File: config.mk
export PLATFORM = sky130hd
export DESIGN_NAME = event_subscriber_table
export DESIGN_NICKNAME = d
export VERILOG_FILES = /design/src/hdl/esub_pkg.sv /design/src/hdl/esub_ram.sv /design/src/hdl/esub_out.sv /design/src/hdl/event_subscriber_table.sv
export SDC_FILE = /design/constraint.sdc
export NUM_CORES = 2
export LEC_CHECK = 0
export ABC_AREA = 0
export BUFFER_PORTS_ARGS = -buffer_cell sky130_fd_sc_hd__buf_2
export CORE_MARGIN = 10
export CORE_UTILIZATION = 45
export CTS_CLUSTER_SIZE = 16
export DETAILED_ROUTE_END_ITERATION = 16
export GPL_ROUTABILITY_DRIVEN = 0
export SLEW_MARGIN = 10
export SYNTH_ARGS = -nofsm -noshare
export SYNTH_HDL_FRONTEND = slang
export SYNTH_HIERARCHICAL = 1
export SYNTH_SLANG_ARGS = --single-unit
File: constraint.sdc
create_clock -name i_clk -period 7.1 [get_ports i_clk]
set_clock_uncertainty 0.1 [all_clocks]
set_input_delay 1.065 -clock i_clk [delete_from_list [all_inputs] [get_ports i_clk]]
set_output_delay 1.065 -clock i_clk [all_outputs]
set_load 0.01 [all_outputs]
File: src/hdl/esub_pkg.sv
// esub_pkg: shared constants, codes and types of the event subscriber table
// no dependencies; used by esub_out, event_subscriber_table and the bench
`default_nettype none

package esub_pkg;

    // default sizes of the table
    localparam int EVENTS_DEF  = 32;
    localparam int MODULES_DEF = 16;

    // fixed field widths
    localparam int OP_W     = 2;
    localparam int ID_W     = 8;
    localparam int STATUS_W = 3;
    localparam int LISTED_W = 4;
    localparam int COUNT_W  = 5;

    // operation codes
    localparam logic [OP_W-1:0] OP_PLACE  = 2'd0;
    localparam logic [OP_W-1:0] OP_REMOVE = 2'd1;
    localparam logic [OP_W-1:0] OP_QUERY  = 2'd2;

    // status codes
    localparam logic [STATUS_W-1:0] ST_OK         = 3'd0;
    localparam logic [STATUS_W-1:0] ST_EVENT_BAD  = 3'd1;
    localparam logic [STATUS_W-1:0] ST_MODULE_BAD = 3'd2;
    localparam logic [STATUS_W-1:0] ST_FULL       = 3'd3;
    localparam logic [STATUS_W-1:0] ST_ALREADY    = 3'd4;

    // sequencer states
    typedef enum logic [2:0] {
        S_IDLE,  // waiting for a word
        S_CNT,   // count read back, decide
        S_RD,    // read list entry for search
        S_CHK,   // compare list entry
        S_SHR,   // read next entry for compaction
        S_SHW,   // write entry one slot down
        S_QRD,   // read list entry for query
        S_QEM    // emit query entry
    } t_state;

    // one result word
    typedef struct packed {
        logic [STATUS_W-1:0] status;
        logic [LISTED_W-1:0] listed_module;
        logic                entry_valid;
        logic [COUNT_W-1:0]  list_count;
        logic                last;
    } t_word;

endpackage

`default_nettype wire

File: src/hdl/esub_ram.sv
// esub_ram: generic simple dual-port ram, one write and one registered read port
// no dependencies
`default_nettype none

module esub_ram #(
    parameter int WIDTH = 4,
    parameter int DEPTH = 512,
    parameter int ADDR_W = (DEPTH > 1) ? $clog2(DEPTH) : 1
) (
    input  wire logic              i_clk,
    input  wire logic              i_we,
    input  wire logic [ADDR_W-1:0] i_waddr,
    input  wire logic [WIDTH-1:0]  i_wdata,
    input  wire logic              i_re,
    input  wire logic [ADDR_W-1:0] i_raddr,
    output logic      [WIDTH-1:0]  o_rdata
);

    logic [WIDTH-1:0] r_mem [DEPTH];
    logic [WIDTH-1:0] r_rdata;

    always_ff @(posedge i_clk) begin
        if (i_we) begin
            r_mem[i_waddr] <= i_wdata;
        end
        // read data holds while no read is issued
        if (i_re) begin
            r_rdata <= r_mem[i_raddr];
        end
    end

    assign o_rdata = r_rdata;

endmodule

`default_nettype wire

File: src/hdl/esub_out.sv
// esub_out: output register for result words, parts the sequencer from the consumer
// depends on esub_pkg
`default_nettype none

module esub_out (
    input  wire logic            i_clk,
    input  wire logic            i_rst_n,
    input  wire logic            i_push,
    input  wire esub_pkg::t_word i_word,
    output logic                 o_free,
    output logic                 o_valid,
    input  wire logic            i_ready,
    output esub_pkg::t_word      o_word
);

    logic            r_valid;
    logic            n_valid;
    esub_pkg::t_word r_word;

    assign o_free  = !r_valid || i_ready;
    assign n_valid = i_push || (r_valid && !i_ready);

    always_ff @(posedge i_clk) begin
        if (!i_rst_n) begin
            r_valid <= 1'b0;
        end else begin
            r_valid <= n_valid;
        end
    end

    always_ff @(posedge i_clk) begin
        if (i_push) begin
            r_word <= i_word;
        end
    end

    assign o_valid = r_valid;
    assign o_word  = r_word;

endmodule

`default_nettype wire

File: src/hdl/event_subscriber_table.sv
// event_subscriber_table: ordered subscriber list per event, place / remove / query
// depends on esub_pkg, esub_ram, esub_out
// sequence: the count is decided in the cycle after accept, where a one-word result is
//   pushed into the output register once it has room; each list entry searched, shifted
//   or queried takes a read state and then a check, write or emit state
// one word at a time: a new word is taken only in the idle state, after the last result
//   word of the previous one is pushed; a consumer holding off results stalls the sequencer
// reset clears the per-event count valid bits; list memory is not cleared
`default_nettype none

module event_subscriber_table #(
    parameter int EVENTS  = esub_pkg::EVENTS_DEF,
    parameter int MODULES = esub_pkg::MODULES_DEF
) (
    input  wire logic                          i_clk,
    input  wire logic                          i_rst_n,
    // input channel
    input  wire logic                          i_valid,
    output logic                               o_ready,
    input  wire logic [esub_pkg::OP_W-1:0]     i_operation,
    input  wire logic [esub_pkg::ID_W-1:0]     i_event_id,
    input  wire logic [esub_pkg::ID_W-1:0]     i_module_id,
    // result channel
    output logic                               o_valid,
    input  wire logic                          i_ready,
    output logic [esub_pkg::STATUS_W-1:0]      o_status,
    output logic [esub_pkg::LISTED_W-1:0]      o_listed_module,
    output logic                               o_entry_valid,
    output logic [esub_pkg::COUNT_W-1:0]       o_list_count,
    output logic                               o_last
);

    // derived sizes
    localparam int EV_W    = (EVENTS > 1) ? $clog2(EVENTS) : 1;
    localparam int ENTRY_W = (MODULES > 1) ? $clog2(MODULES) : 1;
    localparam int CNT_W   = $clog2(MODULES + 1);
    localparam int DEPTH   = EVENTS * MODULES;
    localparam int ADDR_W  = (DEPTH > 1) ? $clog2(DEPTH) : 1;

    // latched input word
    logic [esub_pkg::OP_W-1:0] r_op;
    logic [esub_pkg::ID_W-1:0] r_ev;
    logic [esub_pkg::ID_W-1:0] r_mod;
    logic [ADDR_W-1:0]         r_base;   // first slot of the addressed list

    // sequencer state
    esub_pkg::t_state r_state;
    esub_pkg::t_state n_state;
    logic [CNT_W-1:0] r_idx;
    logic [CNT_W-1:0] n_idx;
    logic [CNT_W-1:0] r_n;               // list count captured at decision time
    logic [CNT_W-1:0] n_n;

    // count valid bits, one per event, cleared by reset
    logic [EVENTS-1:0] r_cnt_vld;

    // memory ports
    logic              w_st_re;
    logic [ADDR_W-1:0] w_st_raddr;
    logic              w_st_we;
    logic [ADDR_W-1:0] w_st_waddr;
    logic [ENTRY_W-1:0] w_st_wdata;
    logic [ENTRY_W-1:0] w_st_q;
    logic              w_cnt_re;
    logic              w_cnt_we;
    logic [CNT_W-1:0]  w_cnt_wdata;
    logic [CNT_W-1:0]  w_cnt_q;

    // decision signals
    logic              w_accept;
    logic              w_ev_ok;
    logic              w_mod_ok;
    logic [CNT_W-1:0]  w_n;
    logic              w_hit;
    logic              w_last_idx;
    logic              w_shift_done;
    logic              w_free;
    logic              w_go;

    // action of the current state, before gating by the output register
    logic              w_emit;
    esub_pkg::t_word   w_word;
    logic              w_rd;
    logic [ADDR_W-1:0] w_rd_addr;
    logic              w_wr;
    logic [ADDR_W-1:0] w_wr_addr;
    logic [ENTRY_W-1:0] w_wr_data;
    logic              w_cw;
    logic [CNT_W-1:0]  w_cw_data;
    logic              w_step;
    esub_pkg::t_state  w_goto;

    esub_pkg::t_word   w_out_word;

    assign o_ready  = (r_state == esub_pkg::S_IDLE);
    assign w_accept = i_valid && o_ready;

    assign w_ev_ok    = ({1'b0, r_ev} < 9'(EVENTS));
    assign w_mod_ok   = ({1'b0, r_mod} < 9'(MODULES));
    // a list never holds more than MODULES entries, so no clamp is needed
    assign w_n        = (w_ev_ok && r_cnt_vld[r_ev[EV_W-1:0]]) ? w_cnt_q : '0;
    assign w_hit      = (esub_pkg::ID_W'(w_st_q) == r_mod);
    assign w_last_idx = (CNT_W'(r_idx + 1'b1) == r_n);
    assign w_shift_done = (CNT_W'(r_idx + 2'd2) == r_n);
    assign w_go       = !w_emit || w_free;

    // per-state action
    always_comb begin
        w_emit    = 1'b0;
        w_word    = '0;
        w_rd      = 1'b0;
        w_rd_addr = r_base + ADDR_W'(r_idx);
        w_wr      = 1'b0;
        w_wr_addr = r_base + ADDR_W'(r_idx);
        w_wr_data = w_st_q;
        w_cw      = 1'b0;
        w_cw_data = r_n;
        w_step    = 1'b0;
        w_goto    = r_state;
        unique case (r_state)
            esub_pkg::S_IDLE: begin
                w_goto = esub_pkg::S_IDLE;
            end
            esub_pkg::S_CNT: begin
                w_word.last       = 1'b1;
                w_word.list_count = esub_pkg::COUNT_W'(w_n);
                if (r_op != esub_pkg::OP_PLACE && r_op != esub_pkg::OP_REMOVE
                        && r_op != esub_pkg::OP_QUERY) begin
                    // unused code: no operation
                    w_emit            = 1'b1;
                    w_word.list_count = '0;
                end else if (!w_ev_ok) begin
                    w_emit            = 1'b1;
                    w_word.status     = esub_pkg::ST_EVENT_BAD;
                    w_word.list_count = '0;
                end else if (r_op == esub_pkg::OP_PLACE) begin
                    if (!w_mod_ok) begin
                        w_emit        = 1'b1;
                        w_word.status = esub_pkg::ST_MODULE_BAD;
                    end else if (w_n >= CNT_W'(MODULES)) begin
                        w_emit        = 1'b1;
                        w_word.status = esub_pkg::ST_FULL;
                    end else if (w_n == '0) begin
                        // empty list: append at once
                        w_emit            = 1'b1;
                        w_wr              = 1'b1;
                        w_wr_addr         = r_base;
                        w_wr_data         = ENTRY_W'(r_mod);
                        w_cw              = 1'b1;
                        w_cw_data         = CNT_W'(1);
                        w_word.list_count = esub_pkg::COUNT_W'(1);
                    end else begin
                        w_goto = esub_pkg::S_RD;
                    end
                end else if (w_n == '0) begin
                    // remove or query of an empty list
                    w_emit = 1'b1;
                end else if (r_op == esub_pkg::OP_REMOVE) begin
                    w_goto = esub_pkg::S_RD;
                end else begin
                    w_goto = esub_pkg::S_QRD;
                end
            end
            esub_pkg::S_RD: begin
                w_rd   = 1'b1;
                w_goto = esub_pkg::S_CHK;
            end
            esub_pkg::S_CHK: begin
                w_word.last       = 1'b1;
                w_word.list_count = esub_pkg::COUNT_W'(r_n);
                if (r_op == esub_pkg::OP_PLACE) begin
                    if (w_hit) begin
                        w_emit        = 1'b1;
                        w_word.status = esub_pkg::ST_ALREADY;
                    end else if (w_last_idx) begin
                        // searched the whole list: append at the tail
                        w_emit            = 1'b1;
                        w_wr              = 1'b1;
                        w_wr_addr         = r_base + ADDR_W'(r_n);
                        w_wr_data         = ENTRY_W'(r_mod);
                        w_cw              = 1'b1;
                        w_cw_data         = CNT_W'(r_n + 1'b1);
                        w_word.list_count = esub_pkg::COUNT_W'(r_n + 1'b1);
                    end else begin
                        w_step = 1'b1;
                        w_goto = esub_pkg::S_RD;
                    end
                end else begin
                    if (w_hit && w_last_idx) begin
                        // tail entry removed, nothing to shift
                        w_emit            = 1'b1;
                        w_cw              = 1'b1;
                        w_cw_data         = CNT_W'(r_n - 1'b1);
                        w_word.list_count = esub_pkg::COUNT_W'(r_n - 1'b1);
                    end else if (w_hit) begin
                        w_goto = esub_pkg::S_SHR;
                    end else if (w_last_idx) begin
                        w_emit = 1'b1;
                    end else begin
                        w_step = 1'b1;
                        w_goto = esub_pkg::S_RD;
                    end
                end
            end
            esub_pkg::S_SHR: begin
                w_rd      = 1'b1;
                w_rd_addr = r_base + ADDR_W'(r_idx + 1'b1);
                w_goto    = esub_pkg::S_SHW;
            end
            esub_pkg::S_SHW: begin
                w_wr = 1'b1;
                if (w_shift_done) begin
                    w_emit            = 1'b1;
                    w_cw              = 1'b1;
                    w_cw_data         = CNT_W'(r_n - 1'b1);
                    w_word.last       = 1'b1;
                    w_word.list_count = esub_pkg::COUNT_W'(r_n - 1'b1);
                end else begin
                    w_step = 1'b1;
                    w_goto = esub_pkg::S_SHR;
                end
            end
            esub_pkg::S_QRD: begin
                w_rd   = 1'b1;
                w_goto = esub_pkg::S_QEM;
            end
            esub_pkg::S_QEM: begin
                w_word.listed_module = esub_pkg::LISTED_W'(w_st_q);
                w_word.entry_valid   = 1'b1;
                w_word.list_count    = esub_pkg::COUNT_W'(r_n);
                w_word.last          = w_last_idx;
                if (w_last_idx) begin
                    w_emit = 1'b1;
                end else begin
                    w_emit = 1'b1;
                    w_step = 1'b1;
                    w_goto = esub_pkg::S_QRD;
                end
            end
            default: begin
                w_goto = esub_pkg::S_IDLE;
            end
        endcase
    end

    // next state
    always_comb begin
        n_state = r_state;
        n_idx   = r_idx;
        n_n     = r_n;
        if (r_state == esub_pkg::S_IDLE) begin
            if (w_accept) begin
                n_state = esub_pkg::S_CNT;
            end
        end else if (r_state == esub_pkg::S_CNT) begin
            n_idx = '0;
            n_n   = w_n;
            if (w_go) begin
                n_state = w_emit ? esub_pkg::S_IDLE : w_goto;
            end
        end else if (w_go) begin
            // a query entry that is not the last keeps going after its emit
            if (w_emit && !w_step) begin
                n_state = esub_pkg::S_IDLE;
            end else begin
                n_state = w_goto;
            end
            if (w_step) begin
                n_idx = CNT_W'(r_idx + 1'b1);
            end
        end
    end

    // outputs: memory controls; writes, like the result push, are gated by room in the output register
    always_comb begin
        w_cnt_re    = w_accept;
        w_cnt_we    = w_cw && w_go;
        w_cnt_wdata = w_cw_data;
        w_st_re     = w_rd;
        w_st_raddr  = w_rd_addr;
        w_st_we     = w_wr && w_go;
        w_st_waddr  = w_wr_addr;
        w_st_wdata  = w_wr_data;
    end

    always_ff @(posedge i_clk) begin
        if (!i_rst_n) begin
            r_state   <= esub_pkg::S_IDLE;
            r_cnt_vld <= '0;
        end else begin
            r_state <= n_state;
            if (w_cnt_we) begin
                r_cnt_vld[r_ev[EV_W-1:0]] <= 1'b1;
            end
        end
    end

    always_ff @(posedge i_clk) begin
        r_idx <= n_idx;
        r_n   <= n_n;
        if (w_accept) begin
            r_op   <= i_operation;
            r_ev   <= i_event_id;
            r_mod  <= i_module_id;
            r_base <= ADDR_W'(i_event_id * MODULES);
        end
    end

    // list entries, MODULES slots per event
    esub_ram #(
        .WIDTH (ENTRY_W),
        .DEPTH (DEPTH)
    ) u_store (
        .i_clk   (i_clk),
        .i_we    (w_st_we),
        .i_waddr (w_st_waddr),
        .i_wdata (w_st_wdata),
        .i_re    (w_st_re),
        .i_raddr (w_st_raddr),
        .o_rdata (w_st_q)
    );

    // list counts, meaningful only where the valid bit is set
    esub_ram #(
        .WIDTH (CNT_W),
        .DEPTH (EVENTS)
    ) u_counts (
        .i_clk   (i_clk),
        .i_we    (w_cnt_we),
        .i_waddr (r_ev[EV_W-1:0]),
        .i_wdata (w_cnt_wdata),
        .i_re    (w_cnt_re),
        .i_raddr (i_event_id[EV_W-1:0]),
        .o_rdata (w_cnt_q)
    );

    // result word register
    esub_out u_out (
        .i_clk   (i_clk),
        .i_rst_n (i_rst_n),
        .i_push  (w_emit && w_free),
        .i_word  (w_word),
        .o_free  (w_free),
        .o_valid (o_valid),
        .i_ready (i_ready),
        .o_word  (w_out_word)
    );

    assign o_status        = w_out_word.status;
    assign o_listed_module = w_out_word.listed_module;
    assign o_entry_valid   = w_out_word.entry_valid;
    assign o_list_count    = w_out_word.list_count;
    assign o_last          = w_out_word.last;

    // an accepted word always moves the sequencer on to the count decision
    a_accept_to_cnt: assert property (@(posedge i_clk) disable iff (!i_rst_n)
        w_accept |=> (r_state == esub_pkg::S_CNT))
        else $error("accepted word did not start a count read");

    // counts never grow beyond the list capacity
    a_cnt_bound: assert property (@(posedge i_clk) disable iff (!i_rst_n)
        w_cnt_we |-> (w_cnt_wdata <= CNT_W'(MODULES)))
        else $error("count write exceeds list capacity");

    // list memory is written only by place or compaction
    a_store_write: assert property (@(posedge i_clk) disable iff (!i_rst_n)
        w_st_we |-> (r_state == esub_pkg::S_CNT || r_state == esub_pkg::S_CHK
                     || r_state == esub_pkg::S_SHW))
        else $error("list write outside place or remove");

    // a real list entry is never reported with an empty count
    a_entry_count: assert property (@(posedge i_clk) disable iff (!i_rst_n)
        (o_valid && o_entry_valid) |-> (o_list_count != '0))
        else $error("valid entry with zero count");

    // no result is pushed while the sequencer is idle
    a_idle_quiet: assert property (@(posedge i_clk) disable iff (!i_rst_n)
        (r_state == esub_pkg::S_IDLE) |-> !w_emit)
        else $error("result pushed while idle");

endmodule

`default_nettype wire

== Yosys cells after proc, flatten, opt, wreduce, memory -nomap -nowiden ==
Memories as Yosys holds them, arrays and structs flattened. A register that Yosys moved wholly into a read port is not among the register bits.
Index checks and enable logic that the tools add are counted.
W data, S select, Z words.
Word-level totals
  logic and storage cells: 188
  bits in writable memories: 2208
  memories: 2
  output and inout bits: 16
  flip-flop bits (word level): 83
Memories
  u_store.r_mem: words 512, bits a word 4, read ports 1, clocked after Yosys merged registers in 1, wr ports 1, RTL line esub_ram.sv:19  | logic [WIDTH-1:0] r_mem [DEPTH];
  u_counts.r_mem: words 32, bits a word 5, read ports 1, clocked after Yosys merged registers in 1, wr ports 1, RTL line esub_ram.sv:19
Cells by class
  add/sub/neg operators: 8
  mux-type cells: 114
  equality and inequality tests: 14
  reduce and logical (&&, ||, !) cells: 29
  bitwise operators: 2
  $lt $le $gt $ge: 5
Operator list (count)
  $mux W5: 20
  $mux W9: 10
  $mux W3: 24
  $mux W4: 9
  $mux W1: 33
  $or A32 B32 Y32: 1
  $pmux W6 S4: 1
  $pmux W3 S7: 1
  $add A9 B5 Y9: 2
  $pmux W9 S2: 1
  $pmux W5 S3: 1
  $eq A3 B3 Y1 const B: 4
  $logic_and A1 B1 Y1: 11
  $add A5 B1 Y5 const B: 2
  $eq A5 B5 Y1: 2
  $mux W2: 5
  $add A9 B6 Y9: 1
  $pmux W1 S3: 3
  $eq A4 B8 Y1: 1
  $lt A8 B5 Y1 const B: 1
  $lt A8 B6 Y1 const B: 1
  $pmux W4 S2: 1
  $reduce_bool A2 Y1: 4
  $add A5 B1 Y6 const B: 1
  24 further kinds: 32

== Logic depth before layout (Yosys ltp) ==
  depth after elaboration: 17
  mapped depth: 17
  gate-level depth less buffers: 13

== By module ==
Netlist, hierarchy kept.
By module, submodules not included
  esub_ram at u_store: times used 1, area an instance 81644.6 sq um, cells an instance 4403
  esub_ram at u_counts: times used 1, area an instance 6394.9 sq um, cells an instance 277
  event_subscriber_table: times used 1, area an instance 4282.9 sq um, cells an instance 505
  esub_out: times used 1, area an instance 469.2 sq um, cells an instance 18

== Worst setup path before layout ==
Ideal clock, no wire load.
  path type: reg2reg
  from: register r_ev[0] in the netlist's numbering
  to: memory u_store.r_mem[0][2], data pin
  path slack: 0.156 ns
  buffers on the path: 1
  library setup time: 0.912 ns
  clock period less this slack: 6.944 ns
  data required time: 6.088 ns
  stages on the path, launching flop included: 9
  data arrival time: 5.931 ns
  cell sequence: edfxtp_1 > buf_6 > mux4_2 > and2_1 > or3_1 > nor4_4 > o21ai_2 > o22ai_2 > mux2_2
On the way
  word-level cells in the longest chain between the ends: 12
  elaborated cells on any way between the ends: 14
  those cells by class: order compare: 2; mux: 10; reduce/logical: 2
Ends and longest elaborated chain
  start: declaration: RTL line event_subscriber_table.sv:42  | logic [esub_pkg::ID_W-1:0] r_ev;
  start signal: assignment: RTL line event_subscriber_table.sv:303  | r_ev <= i_event_id;
  branches (longest 9 deep; another with $ge A5 B5 Y1)
  $mux W4 *: RTL line event_subscriber_table.sv:132  | end else if (!w_ev_ok) begin
  $mux W4 *: RTL line event_subscriber_table.sv:127  | if (r_op != esub_pkg::OP_PLACE && r_op != esub_pkg::OP_REMOVE
  $pmux W4 S2 *: RTL line event_subscriber_table.sv:120  | unique case (r_state)
  named net w_st_wdata[2]: RTL line event_subscriber_table.sv:62  | logic [ENTRY_W-1:0] w_st_wdata;
  end: declaration: RTL line esub_ram.sv:19
Mark *: on every way through the listed nets, which the timed path passes. The select of a mux whose other input is x is not followed.

== Final worst setup path ==
  from: register r_idx[0]
  to: register u_store.r_rdata[2] (netlist: u_store/o_rdata[2]), read port of u_store.r_mem, data pin
On the way
  word-level cells in the longest chain between the ends: 3
  elaborated cells on any way between the ends: 4
  those cells by class: add/sub: 3; mux: 1
Ends and longest elaborated chain
  start: declaration: RTL line event_subscriber_table.sv:49  | logic [CNT_W-1:0] r_idx;
  start signal: assignment: RTL line event_subscriber_table.sv:299  | r_idx <= n_idx;
  $add A5 B1 Y6: RTL line event_subscriber_table.sv:207  | w_rd_addr = r_base + ADDR_W'(r_idx + 1'b1);
  $add A9 B6 Y9: RTL line event_subscriber_table.sv:207
  $mux W9 *: RTL line event_subscriber_table.sv:120
  named net w_rd_addr[6]: RTL line event_subscriber_table.sv:84  | logic [ADDR_W-1:0] w_rd_addr;
  end: declaration: RTL line esub_ram.sv:20  | logic [WIDTH-1:0] r_rdata;
Mark *: on every way through the listed nets, which the timed path passes. The rest lies on a longest branch.
A chain may end at the register's enable or synchronous reset.

==> results.json <==
{
  "hold_class": "input port to flip-flop",
  "via_per_inst": 6.10,
  "highest_layer": "met5",
  "synth_cell_types": 89,
  "wl_met2_um": 113000,
  "grt_setup_unrepaired": "no",
  "startpoint_type": "flip-flop",
  "worst_hold_path.num_cells": 1,
  "regArea_sq_um": 68600,
  "wirelength_um": 234000,
  "p_leak_nw": 32.5,
  "cp-end-kind": "flip-flop",
  "track_usage_pct": 20.5,
  "fin_nets": 5303,
  "ant_nets": 0,
  "antenna_found_initial": 9,
  "cts-htree-levels": 4,
  "clock_latency_ns": 0.86,
  "syn_avg_cell_area_sq_um": 17.8,
  "dp_cells": 7730,
  "vdd_drop_max_mv": 0.274,
  "crit_required_ns": 7.55,
  "clock_sinks": 2295,
  "setup_tns_ns": 0,
  "reg2reg_from": "r_idx[0]",
  "combPwrFrac_pct": 5.1,
  "power_per_cell_area_nw_per_um2": 271,
  "hold_viol": 0,
  "rr_worst_depth": 13,
  "ys_warn_count": 6,
  "core_area_sq_um": 205000,
  "post-place-ws_ns": 0.601,
  "post_drt_wl_per_cell_um": 28.8,
  "syn_nets": 5234,
  "drc": 0,
  "synth_flop_cell": "edfxtp_1",
  "fin_cells": 8149,
  "wl_met3_um": 17300,
  "grt_max_degree": 142,
  "rr_endpoint": "u_store/o_rdata[2]",
  "max_stage_delay_ns": 0.92,
  "worstSetupPathType": "flip-flop to flip-flop",
  "slew_headroom_pct": 18.4,
  "multi_input_area_sq_um": 22700,
  "holdBufCountCts": 0,
  "gr-total-overflow": 0,
  "place_area_sq_um": 96300,
  "drtIter0Drc": 5633,
  "cp.arrival_ns": 7.12,
  "dieArea_sq_um": 225000,
  "critPathSlowestCell": "xnor2_2",
  "vias": 49700,
  "synth_area_sq_um": 92800,
  "syn-instance-count": 5203,
  "drive_gt1_share_pct": 17.3,
  "finalPower_mw": 28.1,
  "p_int_mw": 22.1,
  "hold-path-endpoint": "r_mod[6]",
  "drv_slew": 0,
  "outcome": "finished clean",
  "switching_share_pct": 21.3,
  "die_w_um": 474,
  "r2r_setup_slack_ns": 0.43,
  "hp-start": "i_module_id[6]",
  "cp_cell_sequence": "ha_1 > nand3_1 > nor4_1 > a31oi_1 > xnor2_2 > and3b_1 > buf_4 > nand2_1 > a21oi_1 > nor2_1 > and4_1 > a31oi_1 > a211oi_1",
  "fin_crit_ns": 6.67,
  "post_cts_buffers": 0,
  "synthArstFlopShare_pct": 0,
  "ys_seq_elements": 2295,
  "fin_area_sq_um": 104000,
  "hold_ws_ns": 0.275,
  "final_util_pct": 50.6,
  "path_clk_slew_ns": 0.06,
  "crit_top_cell": "a31oi_1",
  "initial_utilization_pct": 45.3,
  "portBuffers": 37,
  "worstMarginPinSlew_ns": 1.22,
  "synth_top_area_cell": "edfxtp_1",
  "first_global_vias": 50200,
  "setup_viol": 0,
  "cts_tree": "built",
  "synth_edf_count": 2259,
  "maxCapViolations": 0,
  "clockPowerShare_pct": 42.5,
  "synth.area.top_cells": "edfxtp_1, mux4_2, mux2i_1",
  "fillerInstances": 16400,
  "path_max_fanout": 17,
  "setup_slack_ns": 0.434,
  "num_rows": 166,
  "cts-root-buf": "clkbuf_16",
  "p_switching_mw": 5.98,
  "finalCritPeriodShare_pct": 93.9,
  "p_seq_share_pct": 52.5,
  "fmax_ghz": 0.150,
  "synth_seq_area_share_pct": 73.9,
  "synth.top_cell.area_share_pct": 73.1,
  "synthToLayoutAreaGrowth_pct": 11.8,
  "cts_resized": 0,
  "grt_pass1_wl_um": 345000,
  "dr.pass1.iters": 8,
  "m1WireLength_um": 98800,
  "chipHeight_um": 474,
  "cts_buffer_depth": 3,
  "place_hpwl_um": 139000,
  "cts_inserted_buffers": 228,
  "num_io_pins": 38
}
## worst max path at each step
| stage | startpoint | end | slack (ns) | depth (start not counted) |
|---|---|---|---|---|
| 6_report | r_idx[0] | u_store/o_rdata[2] | 0.43 | 13 |
| 5_1_grt | r_idx[0] | u_store/o_rdata[2] | 0.33 | 13 |
| 4_1_cts | r_idx[0] | u_store/o_rdata[2] | 0.53 | 13 |
| 3_5_place_dp | r_idx[0] | u_store/o_rdata[2] | 0.60 | 13 |
| 3_3_place_gp | r_idx[0] | u_store/o_rdata[2] | 0.69 | 13 |
| 2_1_floorplan | r_ev[0] | u_store/r_mem[0][2] | 0.16 | 8 |
## worst max-delay path: cells and delay by family, from the launching register on
kind                     cells  cell delay (ns)
buffers and inverters        1             0.32
flip-flops                   1             0.62
XOR/XNOR                     1             0.92
AO/OA/AOI/OAI                4             1.73
adder cells (fa/ha/maj)      1             0.36
AND/OR/NAND/NOR              6             2.26
## final cells by class
cell class / instances / area share (%)
flip-flops and latches: 2295 / 66.1
clock buffers: 282 / 5.82
diodes: 4 / 0.00965
repair buffers: 180 / 1.65
well taps: 2688 / 3.24
multi-input cells: 2554 / 21.8
clock inverters: 133 / 1.30
inverters: 13 / 0.0507
## registers in the layout, indices dropped and copies added (netlist names), 2 cells and up
name / cells
u_out/o_word: 14
r_op: 2
r_mod: 8
r_ev: 8
r_idx: 5
u_counts/o_rdata: 5
u_counts/r_mem: 160
r_state: 3
r_n: 5
r_cnt_vld: 32
u_store/r_mem: 2048
u_store/o_rdata: 4
## cell usage after synthesis (17+ instances only)
| cell | instances |
|---|---|
| a21oi_1 | 107 |
| a22oi_1 | 26 |
| and2_1 | 18 |
| buf_1 | 47 |
| buf_2 | 42 |
| buf_4 | 37 |
| buf_6 | 36 |
| clkbuf_1 | 173 |
| dfxtp_1 | 36 |
| edfxtp_1 | 2259 |
| mux2_2 | 17 |
| mux2i_1 | 407 |
| mux4_2 | 377 |
| nand2_1 | 208 |
| nand3_1 | 47 |
| nor2_1 | 618 |
| nor3_1 | 75 |
| nor4_1 | 29 |
| o21ai_0 | 57 |
| o21ai_1 | 30 |
| o221ai_1 | 170 |
| o22ai_1 | 84 |
| xnor2_1 | 19 |
## power groups by stage
stage | clock network [mW] | logic (mW) | registers (mW)
3_3_place_gp | 0 | 1.41 | 15.0
4_1_cts | 12.1 | 1.42 | 14.7
5_1_grt | 12.7 | 1.50 | 14.7
3_5_place_dp | 0 | 1.42 | 15.0
2_1_floorplan | 0 | 0.932 | 15.0
6_report | 11.9 | 1.42 | 14.7
## per-layer routing
| metal | vias up | track usage, % |
|---|---|---|
| met2 | 2012 | 33.1 |
| li1 | 21200 | - |
| met3 | 347 | 3.46 |
| met5 | - | 0 |
| met1 | 26100 | 29.0 |
| met4 | 2 | 5.33 |
## cell usage in the layout (no fill, tap or decap), types with 36 or more instances in the layout
cell type and count:
a21oi_1 107, buf_12 36, buf_2 37, buf_4 107, clkbuf_1 46, clkbuf_16 232
clkinv_1 47, clkinv_2 36, dfxtp_1 36, edfxtp_1 2259, mux2i_1 407, mux4_2 377
nand2_1 196, nand3_1 43, nor2_1 618, nor3_1 74, o21ai_0 57, o221ai_1 170
o22ai_1 84
## kinds of logic after synthesis
| logic type | after synthesis | synth area share (%) |
|---|---|---|
| DFF | 2295 | 73.9 |
| buffers and inverters | 354 | 2.02 |
| and+or+nand+nor | 1111 | 5.22 |
| AOI/OAI and AO/OA | 600 | 4.58 |
| adders and majority gates | 9 | 0.121 |
| muxes | 806 | 13.9 |
| xor gates and xnor gates | 28 | 0.279 |
(Power assumes the default switching activity.)
